--- src/rtl/rpn_pkg.sv ---
// Shared types, character codes, error codes and the microcode ROM of the RPN calculator.
package rpn_pkg;

  localparam int UPC_W = 5;

  // Character codes
  localparam logic [7:0] CH_0     = 8'h30;
  localparam logic [7:0] CH_9     = 8'h39;
  localparam logic [7:0] CH_PLUS  = 8'h2B;
  localparam logic [7:0] CH_MINUS = 8'h2D;
  localparam logic [7:0] CH_STAR  = 8'h2A;
  localparam logic [7:0] CH_SLASH = 8'h2F;
  localparam logic [7:0] CH_BANG  = 8'h21;
  localparam logic [7:0] CH_CARET = 8'h5E;

  // Factorial wraps to zero from this argument on
  localparam logic [31:0] FACT_ZERO_FROM = 32'd34;
  localparam logic [5:0]  DIV_STEPS      = 6'd32;

  typedef enum logic [1:0] {
    ERR_NONE  = 2'd0,
    ERR_UNDER = 2'd1,
    ERR_OVER  = 2'd2,
    ERR_DIV0  = 2'd3
  } err_e;

  typedef enum logic [2:0] {
    K_DIGIT, K_ADD, K_SUB, K_MUL, K_DIV, K_POW, K_FACT, K_OTHER
  } kind_e;

  typedef enum logic [3:0] {
    U_NOP, U_FETCH, U_DECODE, U_LD_B, U_LD_A, U_ALU, U_DIV_INIT, U_DIV_STEP,
    U_DIV_FIX, U_POW_INIT, U_POW_MUL, U_POW_SQ, U_FACT_INIT, U_FACT_STEP,
    U_WB, U_FINISH
  } uop_e;

  typedef enum logic [3:0] {
    C_NEVER, C_ALWAYS, C_NO_ACC, C_SIMPLE, C_IS_FACT, C_IS_DIV, C_IS_POW,
    C_DIVZ, C_CNT_NZ, C_EXP_LE0, C_E_NZ, C_FACT_TRIV, C_I_LT_N, C_OUT_BUSY
  } cond_e;

  typedef struct packed {
    uop_e             uop;
    cond_e            cond;
    logic [UPC_W-1:0] target;
    logic             ret;     // no jump: back to fetch instead of next step
  } ucode_t;

  // Step addresses
  localparam logic [UPC_W-1:0] S_FETCH     = 5'd0;
  localparam logic [UPC_W-1:0] S_DECODE    = 5'd1;
  localparam logic [UPC_W-1:0] S_LD_B      = 5'd2;
  localparam logic [UPC_W-1:0] S_LD_A      = 5'd3;
  localparam logic [UPC_W-1:0] S_DISP      = 5'd4;
  localparam logic [UPC_W-1:0] S_ALU       = 5'd5;
  localparam logic [UPC_W-1:0] S_DIV_INIT  = 5'd6;
  localparam logic [UPC_W-1:0] S_DIV_STEP  = 5'd7;
  localparam logic [UPC_W-1:0] S_DIV_FIX   = 5'd8;
  localparam logic [UPC_W-1:0] S_POW_INIT  = 5'd9;
  localparam logic [UPC_W-1:0] S_POW_MUL   = 5'd10;
  localparam logic [UPC_W-1:0] S_POW_SQ    = 5'd11;
  localparam logic [UPC_W-1:0] S_POW_END   = 5'd12;
  localparam logic [UPC_W-1:0] S_FACT_INIT = 5'd13;
  localparam logic [UPC_W-1:0] S_FACT_STEP = 5'd14;
  localparam logic [UPC_W-1:0] S_WB        = 5'd15;
  localparam logic [UPC_W-1:0] S_FINISH    = 5'd16;

  function automatic kind_e classify(input logic [7:0] c);
    kind_e k;
    k = K_OTHER;
    if (c >= CH_0 && c <= CH_9) k = K_DIGIT;
    else if (c == CH_PLUS)      k = K_ADD;
    else if (c == CH_MINUS)     k = K_SUB;
    else if (c == CH_STAR)      k = K_MUL;
    else if (c == CH_SLASH)     k = K_DIV;
    else if (c == CH_CARET)     k = K_POW;
    else if (c == CH_BANG)      k = K_FACT;
    return k;
  endfunction

  // Control store
  function automatic ucode_t ucode_rom(input logic [UPC_W-1:0] addr);
    ucode_t w;
    w = '{uop: U_NOP, cond: C_NEVER, target: S_FETCH, ret: 1'b1};
    unique case (addr)
      S_FETCH:     w = '{U_FETCH,     C_NO_ACC,    S_FETCH,     1'b0};
      S_DECODE:    w = '{U_DECODE,    C_SIMPLE,    S_FINISH,    1'b0};
      S_LD_B:      w = '{U_LD_B,      C_IS_FACT,   S_FACT_INIT, 1'b0};
      S_LD_A:      w = '{U_LD_A,      C_IS_DIV,    S_DIV_INIT,  1'b0};
      S_DISP:      w = '{U_NOP,       C_IS_POW,    S_POW_INIT,  1'b0};
      S_ALU:       w = '{U_ALU,       C_ALWAYS,    S_WB,        1'b0};
      S_DIV_INIT:  w = '{U_DIV_INIT,  C_DIVZ,      S_FINISH,    1'b0};
      S_DIV_STEP:  w = '{U_DIV_STEP,  C_CNT_NZ,    S_DIV_STEP,  1'b0};
      S_DIV_FIX:   w = '{U_DIV_FIX,   C_ALWAYS,    S_WB,        1'b0};
      S_POW_INIT:  w = '{U_POW_INIT,  C_EXP_LE0,   S_WB,        1'b0};
      S_POW_MUL:   w = '{U_POW_MUL,   C_NEVER,     S_FETCH,     1'b0};
      S_POW_SQ:    w = '{U_POW_SQ,    C_E_NZ,      S_POW_MUL,   1'b0};
      S_POW_END:   w = '{U_NOP,       C_ALWAYS,    S_WB,        1'b0};
      S_FACT_INIT: w = '{U_FACT_INIT, C_FACT_TRIV, S_WB,        1'b0};
      S_FACT_STEP: w = '{U_FACT_STEP, C_I_LT_N,    S_FACT_STEP, 1'b0};
      S_WB:        w = '{U_WB,        C_NEVER,     S_FETCH,     1'b0};
      S_FINISH:    w = '{U_FINISH,    C_OUT_BUSY,  S_FINISH,    1'b1};
      default:     w = '{U_NOP,       C_NEVER,     S_FETCH,     1'b1};
    endcase
    return w;
  endfunction

endpackage

--- src/rtl/rpn_stack_mem.sv ---
// Operand stack storage: one write port, one registered read port.
module rpn_stack_mem #(
  parameter int DEPTH = 16,
  parameter int AW    = 4
) (
  input  logic          clk_i,
  input  logic          wr_en_i,
  input  logic [AW-1:0] wr_addr_i,
  input  logic [31:0]   wr_data_i,
  input  logic [AW-1:0] rd_addr_i,
  output logic [31:0]   rd_data_o
);

  logic [31:0] mem_q [DEPTH];
  logic [31:0] rd_q;

  always_ff @(posedge clk_i) begin
    if (wr_en_i) begin
      mem_q[wr_addr_i] <= wr_data_i;
    end
  end

  always_ff @(posedge clk_i) begin
    rd_q <= mem_q[rd_addr_i];
  end

  assign rd_data_o = rd_q;

endmodule

--- src/rtl/rpn_stack_calculator.sv ---
// Top level of the RPN calculator: microcoded sequencer, shared arithmetic unit, output register.
// Postfix evaluator, one ASCII character per input item. Digits push 0..9, + - * / ^ pop two
// operands (top is the right one) and push the result, ! replaces the top by its factorial,
// anything else is ignored. Arithmetic is 32-bit wrapping, division truncates toward zero. On
// the character flagged by tlast one result item is sent (value, error) and the stack clears.
// Errors are sticky for the rest of the expression: 1 underflow (also an empty stack at the
// end), 2 overflow, 3 divide by zero; value is 0 then. Each item walks a short microprogram:
// a digit, an ignored character or an item rejected in decode ends after decode, + - * take
// the ALU step, / runs the divide loop (it stops at init on a zero divisor), ^ runs a multiply
// and square step per significant exponent bit (no loop for an exponent at or below zero), and
// a factorial of n from 2 to 33 loops on the multiplier; any other argument ends at init. The
// divide loop takes one quotient bit per cycle and power and factorial loop on the one shared
// 32x32 multiplier. A result waits in the output register while the next item is already
// taken; the end of a further expression waits for that register.
module rpn_stack_calculator #(
  parameter int STACK_DEPTH = 16
) (
  input  logic        clk_i,
  input  logic        rst_ni,
  input  logic        s_axis_tvalid_i,
  output logic        s_axis_tready_o,
  input  logic [7:0]  s_axis_tdata_i,   // [7:0] symbol
  input  logic        s_axis_tlast_i,   // last character of the expression
  output logic        m_axis_tvalid_o,
  input  logic        m_axis_tready_i,
  output logic [39:0] m_axis_tdata_o    // [31:0] value, [33:32] error, [39:34] zero
);

  localparam int SPW = $clog2(STACK_DEPTH + 1);
  localparam int AW  = $clog2(STACK_DEPTH);
  localparam int UW  = rpn_pkg::UPC_W;

  // Sequencer
  logic [UW-1:0]   upc_q, upc_d;
  rpn_pkg::ucode_t cw;
  logic            jump;

  // Item and stack control
  logic [7:0]      sym_q;
  logic            last_q;
  rpn_pkg::kind_e  kind;
  logic            is_bin;
  logic [SPW-1:0]  sp_q, sp_d;
  rpn_pkg::err_e   err_q, err_d;

  // Datapath
  logic [31:0] a_q, b_q, acc_q, rem_q, tos_q;
  logic [5:0]  cnt_q;
  logic        neg_q;
  logic [31:0] mul_x, mul_y, mul_p;
  logic [32:0] div_trial, div_diff;

  // Stack port
  logic          wr_en;
  logic [AW-1:0] wr_addr, rd_addr;
  logic [31:0]   wr_data, rd_data;

  // Output register
  logic        out_valid_q, out_valid_d;
  logic [31:0] out_value_q;
  logic [1:0]  out_err_q;
  logic        out_busy, out_load, s_fire, m_fire, simple;

  assign cw     = rpn_pkg::ucode_rom(upc_q);
  assign kind   = rpn_pkg::classify(sym_q);
  assign is_bin = (kind == rpn_pkg::K_ADD) || (kind == rpn_pkg::K_SUB) ||
                  (kind == rpn_pkg::K_MUL) || (kind == rpn_pkg::K_DIV) ||
                  (kind == rpn_pkg::K_POW);

  assign s_axis_tready_o = (cw.uop == rpn_pkg::U_FETCH);
  assign s_fire   = s_axis_tvalid_i && s_axis_tready_o;
  assign m_fire   = out_valid_q && m_axis_tready_i;
  assign out_busy = last_q && out_valid_q && !m_axis_tready_i;
  assign out_load = (cw.uop == rpn_pkg::U_FINISH) && last_q && !out_busy;

  // Items that finish in decode: held error, push, ignored, or too few operands
  assign simple = (err_q != rpn_pkg::ERR_NONE) || (kind == rpn_pkg::K_DIGIT) ||
                  (kind == rpn_pkg::K_OTHER) ||
                  ((kind == rpn_pkg::K_FACT) && (sp_q == '0)) ||
                  (is_bin && (sp_q < SPW'(2)));

  // Conditional jump select
  always_comb begin
    jump = 1'b0;
    case (cw.cond)
      rpn_pkg::C_NEVER:     jump = 1'b0;
      rpn_pkg::C_ALWAYS:    jump = 1'b1;
      rpn_pkg::C_NO_ACC:    jump = !s_axis_tvalid_i;
      rpn_pkg::C_SIMPLE:    jump = simple;
      rpn_pkg::C_IS_FACT:   jump = (kind == rpn_pkg::K_FACT);
      rpn_pkg::C_IS_DIV:    jump = (kind == rpn_pkg::K_DIV);
      rpn_pkg::C_IS_POW:    jump = (kind == rpn_pkg::K_POW);
      rpn_pkg::C_DIVZ:      jump = (b_q == '0);
      rpn_pkg::C_CNT_NZ:    jump = (cnt_q != 6'd1);
      rpn_pkg::C_EXP_LE0:   jump = b_q[31] || (b_q == '0);
      rpn_pkg::C_E_NZ:      jump = (b_q[31:1] != '0);
      rpn_pkg::C_FACT_TRIV: jump = b_q[31] || (b_q < 32'd2) ||
                                   (b_q >= rpn_pkg::FACT_ZERO_FROM);
      rpn_pkg::C_I_LT_N:    jump = (cnt_q != b_q[5:0]);
      rpn_pkg::C_OUT_BUSY:  jump = out_busy;
      default:              jump = 1'b0;
    endcase
  end

  always_comb begin
    if (jump)        upc_d = cw.target;
    else if (cw.ret) upc_d = rpn_pkg::S_FETCH;
    else             upc_d = upc_q + UW'(1);
  end

  // Shared multiplier, low 32 bits of the product
  always_comb begin
    mul_x = a_q;
    mul_y = b_q;
    case (cw.uop)
      rpn_pkg::U_POW_MUL:   begin mul_x = acc_q; mul_y = a_q; end
      rpn_pkg::U_POW_SQ:    begin mul_x = a_q;   mul_y = a_q; end
      rpn_pkg::U_FACT_STEP: begin mul_x = acc_q; mul_y = {26'd0, cnt_q}; end
      default:              begin mul_x = a_q;   mul_y = b_q; end
    endcase
  end
  assign mul_p = mul_x * mul_y;

  // Restoring divide, one quotient bit per step; a_q shifts dividend out, quotient in
  assign div_trial = {rem_q, a_q[31]};
  assign div_diff  = div_trial - {1'b0, b_q};

  // Stack access
  always_comb begin
    wr_en   = 1'b0;
    wr_addr = AW'(sp_q);
    wr_data = acc_q;
    rd_addr = AW'(sp_q - SPW'(1));
    sp_d    = sp_q;
    err_d   = err_q;
    case (cw.uop)
      rpn_pkg::U_DECODE: begin
        if (err_q == rpn_pkg::ERR_NONE) begin
          if (kind == rpn_pkg::K_DIGIT) begin
            if (sp_q >= SPW'(STACK_DEPTH)) begin
              err_d = rpn_pkg::ERR_OVER;
            end else begin
              wr_en   = 1'b1;
              wr_data = {28'd0, sym_q[3:0]};
              sp_d    = sp_q + SPW'(1);
            end
          end else if (simple && (kind != rpn_pkg::K_OTHER)) begin
            err_d = rpn_pkg::ERR_UNDER;
          end
        end
      end
      rpn_pkg::U_LD_B: rd_addr = AW'(sp_q - SPW'(2));
      rpn_pkg::U_DIV_INIT: begin
        if (b_q == '0) err_d = rpn_pkg::ERR_DIV0;
      end
      rpn_pkg::U_WB: begin
        wr_en = 1'b1;
        if (kind == rpn_pkg::K_FACT) begin
          wr_addr = AW'(sp_q - SPW'(1));
        end else begin
          wr_addr = AW'(sp_q - SPW'(2));
          sp_d    = sp_q - SPW'(1);
        end
      end
      rpn_pkg::U_FINISH: begin
        if (out_load) begin
          sp_d  = '0;
          err_d = rpn_pkg::ERR_NONE;
        end
      end
      default: ;
    endcase
  end

  assign out_valid_d = (out_valid_q && !m_fire) || out_load;

  always_ff @(posedge clk_i or negedge rst_ni) begin
    if (!rst_ni) begin
      upc_q       <= rpn_pkg::S_FETCH;
      sp_q        <= '0;
      err_q       <= rpn_pkg::ERR_NONE;
      out_valid_q <= 1'b0;
    end else begin
      upc_q       <= upc_d;
      sp_q        <= sp_d;
      err_q       <= err_d;
      out_valid_q <= out_valid_d;
    end
  end

  // Datapath registers
  always_ff @(posedge clk_i) begin
    if (s_fire) begin
      sym_q  <= s_axis_tdata_i;
      last_q <= s_axis_tlast_i;
    end
    if (out_load) begin
      if (err_q != rpn_pkg::ERR_NONE) begin
        out_value_q <= '0;
        out_err_q   <= err_q;
      end else if (sp_q == '0) begin
        out_value_q <= '0;
        out_err_q   <= rpn_pkg::ERR_UNDER;
      end else begin
        out_value_q <= tos_q;
        out_err_q   <= rpn_pkg::ERR_NONE;
      end
    end
    if ((cw.uop == rpn_pkg::U_DECODE) && wr_en) tos_q <= wr_data;
    case (cw.uop)
      rpn_pkg::U_LD_B: b_q <= rd_data;
      rpn_pkg::U_LD_A: a_q <= rd_data;
      rpn_pkg::U_ALU: begin
        if (kind == rpn_pkg::K_ADD)      acc_q <= a_q + b_q;
        else if (kind == rpn_pkg::K_SUB) acc_q <= a_q - b_q;
        else                             acc_q <= mul_p;
      end
      rpn_pkg::U_DIV_INIT: begin
        neg_q <= a_q[31] ^ b_q[31];
        a_q   <= a_q[31] ? (32'd0 - a_q) : a_q;
        b_q   <= b_q[31] ? (32'd0 - b_q) : b_q;
        rem_q <= '0;
        cnt_q <= rpn_pkg::DIV_STEPS;
      end
      rpn_pkg::U_DIV_STEP: begin
        cnt_q <= cnt_q - 6'd1;
        if (!div_diff[32]) begin
          rem_q <= div_diff[31:0];
          a_q   <= {a_q[30:0], 1'b1};
        end else begin
          rem_q <= div_trial[31:0];
          a_q   <= {a_q[30:0], 1'b0};
        end
      end
      rpn_pkg::U_DIV_FIX: acc_q <= neg_q ? (32'd0 - a_q) : a_q;
      rpn_pkg::U_POW_INIT: acc_q <= 32'd1;
      rpn_pkg::U_POW_MUL: begin
        if (b_q[0]) acc_q <= mul_p;
      end
      rpn_pkg::U_POW_SQ: begin
        a_q <= mul_p;
        b_q <= {1'b0, b_q[31:1]};
      end
      rpn_pkg::U_FACT_INIT: begin
        acc_q <= (!b_q[31] && (b_q >= rpn_pkg::FACT_ZERO_FROM)) ? 32'd0 : 32'd1;
        cnt_q <= 6'd2;
      end
      rpn_pkg::U_FACT_STEP: begin
        acc_q <= mul_p;
        cnt_q <= cnt_q + 6'd1;
      end
      rpn_pkg::U_WB: tos_q <= acc_q;
      default: ;
    endcase
  end

  rpn_stack_mem #(
    .DEPTH (STACK_DEPTH),
    .AW    (AW)
  ) u_stack (
    .clk_i     (clk_i),
    .wr_en_i   (wr_en),
    .wr_addr_i (wr_addr),
    .wr_data_i (wr_data),
    .rd_addr_i (rd_addr),
    .rd_data_o (rd_data)
  );

  assign m_axis_tvalid_o = out_valid_q;
  assign m_axis_tdata_o  = {6'd0, out_err_q, out_value_q};

`ifndef SYNTHESIS
  a_sp_bound: assert property (@(posedge clk_i) disable iff (!rst_ni)
    sp_q <= SPW'(STACK_DEPTH))
    else $error("stack pointer beyond depth");

  a_fetch_to_decode: assert property (@(posedge clk_i) disable iff (!rst_ni)
    s_fire |=> (upc_q == rpn_pkg::S_DECODE))
    else $error("accepted item not decoded next");

  a_err_no_write: assert property (@(posedge clk_i) disable iff (!rst_ni)
    ((cw.uop == rpn_pkg::U_DECODE) && (err_q != rpn_pkg::ERR_NONE)) |-> !wr_en)
    else $error("stack written while error held");

  a_div_count: assert property (@(posedge clk_i) disable iff (!rst_ni)
    (upc_q == rpn_pkg::S_DIV_STEP) |-> (cnt_q != '0))
    else $error("divide step counter underran");

  a_load_free: assert property (@(posedge clk_i) disable iff (!rst_ni)
    out_load |-> (!out_valid_q || m_axis_tready_i))
    else $error("result loaded over a pending one");

  a_clear_after_load: assert property (@(posedge clk_i) disable iff (!rst_ni)
    out_load |=> ((sp_q == '0) && (err_q == rpn_pkg::ERR_NONE) && out_valid_q))
    else $error("stack not cleared after result");
`endif

endmodule

--- config.mk ---
export PLATFORM = sky130hd
export DESIGN_NAME = rpn_stack_calculator
export DESIGN_NICKNAME = d
export VERILOG_FILES = /design/src/rtl/rpn_pkg.sv /design/src/rtl/rpn_stack_mem.sv /design/src/rtl/rpn_stack_calculator.sv
export SDC_FILE = /design/constraint.sdc
export NUM_CORES = 2
export LEC_CHECK = 0
export ABC_AREA = 1
export BUFFER_PORTS_ARGS = -buffer_cell sky130_fd_sc_hd__buf_2
export CORE_MARGIN = 8
export CORE_UTILIZATION = 51
export CTS_BUF_LIST = sky130_fd_sc_hd__clkbuf_16
export DETAILED_ROUTE_END_ITERATION = 8
export PLACE_DENSITY = 0.78
export SYNTH_ARGS = -nofsm -noshare
export SYNTH_HDL_FRONTEND = slang
export SYNTH_SLANG_ARGS = --single-unit
--- constraint.sdc ---
create_clock -name clk_i -period 16.4 [get_ports clk_i]
set_input_delay 0.82 -clock clk_i [delete_from_list [all_inputs] [get_ports clk_i]]
set_output_delay 0.82 -clock clk_i [all_outputs]
set_load 0.1 [all_outputs]
Word-level counts from Yosys, hierarchy flattened. Memories as Yosys holds them, arrays and structs flattened. A register that Yosys moved wholly into a read port is not among the register bits. Cells that the tools add are included. Widths: inputs -> output; s select.

$lt $le $gt $ge: 6. Bitwise gates (word level): 1. Add/subtract/negate cells: 11. Mux-type cells: 56. Reductions and logical operators: 52. Multiply operators: 1. Equal/unequal tests: 55.

Operators with widths (number): $mux 32 (14); $pmux 32 s6 (1); $pmux 32 s2 (2); $pmux 32 s4 (1); $pmux 32 s3 (1); $sub 1x32->32 const A (2); $eq 4x4->1 const B (14); $eq 8x6->1 const B (5); $mux 5 (7); $sub 33x32->33 (1); $add 32x32->32 (1); $eq 4x3->1 const B (8); $ge 32x6->1 const B (1); $logic_not 32->1 (1); $lt 32x2->1 const B (1); $mul 32x32->32 (1); $sub 32x32->32 (1); $reduce_bool 31->1 (1); $pmux 6 s4 (1); $mux 2 (9); $ne 2x2->1 const B (9); $eq 4x2->1 const B (4); $pmux 5 s3 (1); $logic_and 1x1->1 (13); 36 further kinds (82).

RAM bits: 512. Bits of input ports: 13. Register bits: 223. Output and inout bits: 42. Logic and storage cells: 201. Memories kept: 2. Bits in read-only memories: 448.

Memory list: u_stack.mem_q (depth 16, width 32, read ports 1, clocked after memory_dff 1, write ports 1, line rpn_stack_mem.sv:14) `logic [31:0] mem_q [DEPTH];`; (name not given) (depth 32, width 14, read ports 1, clocked after memory_dff 0, write ports 0, line rpn_pkg.sv:85) `unique case (addr)`.

Logic depth before layout (Yosys ltp).
Word-level depth: 20. Depth in mapped cells: 52. Mapped depth without buffers: 50.

Modules after synthesis. Synthesis repeated with hierarchy kept, for this count alone.

Cells, all modules: 6714. Area, all modules: 57779.2 um^2.

By module, submodules not included: rpn_stack_calculator (cells each 4594, times used 1, area an instance 35048.6 um^2); rpn_stack_mem (cells each 2120, times used 1, area an instance 22730.6 um^2).

Worst setup path after synthesis. No wires, ideal clock.

Kind: flip-flop to flip-flop. Start: register upc_q[1]. End: register acc_q[30] (data pin). Clock period less this slack: 8.566 ns. Arrival: 8.305 ns. Cell stages (with the launch flop): 40. Path slack: 7.834 ns. Buffers on the path: 4. Setup time: 0.261 ns. Path through: dfrtp_1 ha_1 ha_1 nand2_1 nand3_1 and2_4 nor2_2 nand2_2 nand2_4 buf_6 buf_6 nand2_1 o21ai_1 clkbuf_1 inv_1 buf_1 nor2_1 fa_1 (+4 left out) fa_1 inv_1 fa_1 fa_1 fa_1 ha_1 nand2_1 nor4_1 nand2_1 o21ai_0 a21oi_1 nor2_1 nor2_1 xor2_1 o221ai_1 nand2_1 nand2_1 nand3_1.

Word-level cells in the longest chain between the ends: 8. Elaborated cells between the ends (all ways): 17. Classes of those cells: 1 x mul; 7 x eq/ne; 6 x mux; 2 x reduce/logical; 1 x memory.

RTL lines: from (decl) (line rpn_stack_calculator.sv:34) `logic [UW-1:0] upc_q, upc_d;`; from (signal assigned) (line rpn_stack_calculator.sv:179) `upc_q <= rpn_pkg::S_FETCH;`; from (signal assigned) (line rpn_stack_calculator.sv:184) `upc_q <= upc_d;`; $mem_v2 32x14 *; $eq 4x4->1, on equally long branches (line rpn_stack_calculator.sv:115, rpn_stack_calculator.sv:210); $reduce_or 2->1 (no source line); $pmux 32 s2 / $mux 32 (equally long branches) (line rpn_stack_calculator.sv:115) `case (cw.uop)`; $mul 32x32->32 (line rpn_stack_calculator.sv:122) `assign mul_p = mul_x * mul_y;`; $mux 32 (line rpn_stack_calculator.sv:215) `else if (kind == rpn_pkg::K_SUB) acc_q <= a_q - b_q;`; $mux 32 (line rpn_stack_calculator.sv:214) `if (kind == rpn_pkg::K_ADD) acc_q <= a_q + b_q;`; $pmux 32 s6 * (line rpn_stack_calculator.sv:210) `case (cw.uop)`; to (signal assigned) (line rpn_stack_calculator.sv:214); to (signal assigned) (line rpn_stack_calculator.sv:215); to (signal assigned) (line rpn_stack_calculator.sv:216) `else acc_q <= mul_p;`; to (decl) (line rpn_stack_calculator.sv:47) `logic [31:0] a_q, b_q, acc_q, rem_q, tos_q;`.

Mark *: on every way between the ends. The rest lies on a longest branch, timed or not. The select of a mux whose other input is x is not followed. A chain may end at the register's enable or synchronous reset.

Worst setup path after layout.
Start: register upc_q[2]. End: register acc_q[27] (data pin).

Same word-level chain as after synthesis.

==> flow_summary_export.csv <==
group,metric,value,unit
logic_synthesis,synth_cell_types,70,
critical_path,timing.critical_path.from_type,"flip-flop",
critical_path,regToRegEndpoint,"acc_q[27]",
critical_path,cpPeakStageDelay,770,ps
clock_tree,tritoncts,"built",
timing,hold_viol_final,0,
grt,antenna_found_initial,7,
critical_path,reg2reg_from,"upc_q[2]",
floorplan,rows,120,
critical_path,crit_arrival,11580,ps
routing,drtIter0Drc,6212,
clock_tree,clkSinkCount,767,
cells_and_area,final_cell_mix,"nor2_1, inv_1, nand2_1",
floorplan,die_y,345,um
grt,grt_max_degree,202,
logic_synthesis,synth_edf_count,722,
run,drv_cap,0,
placement,placed_cell_area,0.0567,sq mm
clock_tree,path_clk_slew,60,ps
floorplan,core,0.107,sq mm
critical_path,path_common_cell,"fa_1",
logic_synthesis,yosys_most_used_dff,"edfxtp_1",
grt,grt_util_all_layers,31.0,%
floorplan,start_util,51.4,%
timing,timing.final.crit_period,11200,ps
critical_path,cp_slowest_cell,"clkinv_1",
cells_and_area,synthToLayoutAreaGrowth,7.56,%
critical_path,crit_fanout,60,
cells_and_area,fin_nets,6514,
critical_path,rr_worst_depth,43,
timing,whs,74.7,ps
logic_synthesis,yosysWarnings,0,
logic_synthesis,ys_ff_latch,767,
floorplan,die_w,345,um
logic_synthesis,async_reset_ff_share,1.69,%
clock_tree,cts_resized,0,
placement,portBuffers,48,
clock_tree,postCtsHoldBufs,0,
timing,fmax,0.0893,GHz
clock_tree,clk_latency,680,ps
timing,slew_headroom,21.2,%
floorplan,die-area,0.119,sq mm
timing,tns,0,ps
routing,ant_nets,0,
logic_synthesis,syn-cell-area,0.0550,sq mm
clock_tree,postCtsSetupBuffers,0,
timing,rsz0062_at_grt,"no",
placement,place_congestion,1.08,
critical_path,cp_data_required_time,16770,ps
routing,wl,186,mm
critical_path,crit_type,"reg2reg",
clock_tree,clockBufferDepth,3,
logic_synthesis,synth_seq_area_share,41.1,%
status,status,"completed",
cells_and_area,fin_area,0.0592,sq mm
placement,hpwl,133,mm
clock_tree,cts-root-buf,"clkbuf_16",
routing,drc_errors,0,
routing,routed_via_density,6.19,
critical_path,end_kind,"flip-flop",
timing,skew,39.8,ps
cells_and_area,layout_commonest_cell,"nor2_1",
grt,grt_pass1_wl,276,mm
grt,grt_pass1_vias,44300,
grt,grt.overflow.total,0,
routing,wl_per_cell,25.5,um
routing,vias,45300,
timing,setup_viol,0,
clock_tree,h-tree-depth,3,
timing,worstMarginPinSlew,1180,ps
timing,post-route-period-util,68.3,%
critical_path,regToRegSetupSlack,5200,ps
clock_tree,numCtsBuffers,77,
logic_synthesis,syn-instance-count,5919,
timing,drv_slew,0,
cells_and_area,drive_above_1_share,6.12,%
floorplan,io_pins,55,
routing,first_pass_iters,7,
logic_synthesis,avgSynthCellArea,9.30,sq um
worst_hold_path,hp-class,"in2async",
[flip-flops by register name (all words and copies together) (netlist names)]
| name | count |
|---|---|
| neg_q | 1 |
| b_q | 32 |
| rem_q | 32 |
| cnt_q | 6 |
| u_stack.mem_q | 512 |
| tos_q | 32 |
| m_axis_tvalid_o | 1 |
| a_q | 32 |
| sp_q | 5 |
| acc_q | 32 |
| err_q | 2 |
| u_stack.rd_data_o | 32 |
| upc_q | 5 |
| last_q | 1 |
| sym_q | 8 |
| out_err_q | 2 |
| out_value_q | 32 |
[how the worst max path moves through the flow]
stage / start / end / slack, ps / cells after the start
global placement: upc_q[2] / acc_q[27] / 5690 / 43
floorplan: upc_q[1] / acc_q[30] / 7830 / 39
finish: upc_q[2] / acc_q[27] / 5200 / 43
global route: upc_q[2] / acc_q[27] / 4640 / 43
CTS: upc_q[2] / acc_q[27] / 5410 / 43
detailed placement: upc_q[2] / acc_q[27] / 5460 / 43
[cell families after synthesis]
group / share of synthesized area (%)
adder cells (fa/ha/maj): 20.4
flip-flops: 41.1
AO/OA/AOI/OAI: 12.8
multiplexers: 0.0409
other: 0.00681
AND/OR/NAND/NOR: 15.4
XOR/XNOR: 2.29
buffers and inverters: 7.95
[synth_stat cells, drive strengths merged, types with 18 or more instances]
cell type  number  area, sq um
o21ai         472         2410
a31oi          25          156
buf            54          377
clkbuf        220          826
a21oi         269         1360
o22ai          53          375
nor2          910         3440
inv           831         3120
nor4           18          119
nand2         861         3320
o221ai        138         1210
nor3           37          200
dfxtp          32          641
nand3         213         1100
ha            238         2980
o211ai         80          606
nand4          27          169
xor2          109          955
fa            411         8230
xnor2          35          307
edfxtp        722        21700
[through the flow]
step / instances / worst slack, ps / util [%]
2_1_floorplan: 5924 / 7830 / -
3_3_place_gp: 7176 / 5690 / 53.0
3_5_place_dp: 7176 / 5460 / 53.0
4_1_cts: 7320 / 5410 / 55.3
5_1_grt: 7320 / 4640 / 55.3
6_report: 7323 / 5200 / 55.3
[critical path: cells and delay by family (launching register included)]
| family | cells | cell delay [ps] |
|---|---|---|
| compound gates | 6 | 1080 |
| xor+xnor | 1 | 370 |
| flops | 1 | 670 |
| buf+inv | 11 | 2290 |
| fa+ha+maj | 10 | 4230 |
| simple gates | 15 | 2230 |
[layout make-up]
class	count	area (sq um)
Fill cell	9226	47800
Multi-Input combinational cell	4037	28300
Sequential cell	767	22600
Inverter	846	3180
Clock buffer	77	1930
Tap cell	1403	1760
Timing Repair Buffer	123	816
Clock inverter	67	581
Antenna cell	3	7.51
[layer usage]
layer | wire length, um | global-route usage [%]
met5 | 43 | 0
met4 | 13700 | 18.8
met3 | 24200 | 8.63
met2 | 80700 | 47.1
met1 | 67900 | 39.4
Power is not shown: default switching activity piles up to over one toggle a cycle in this logic, so the estimate is an artifact.
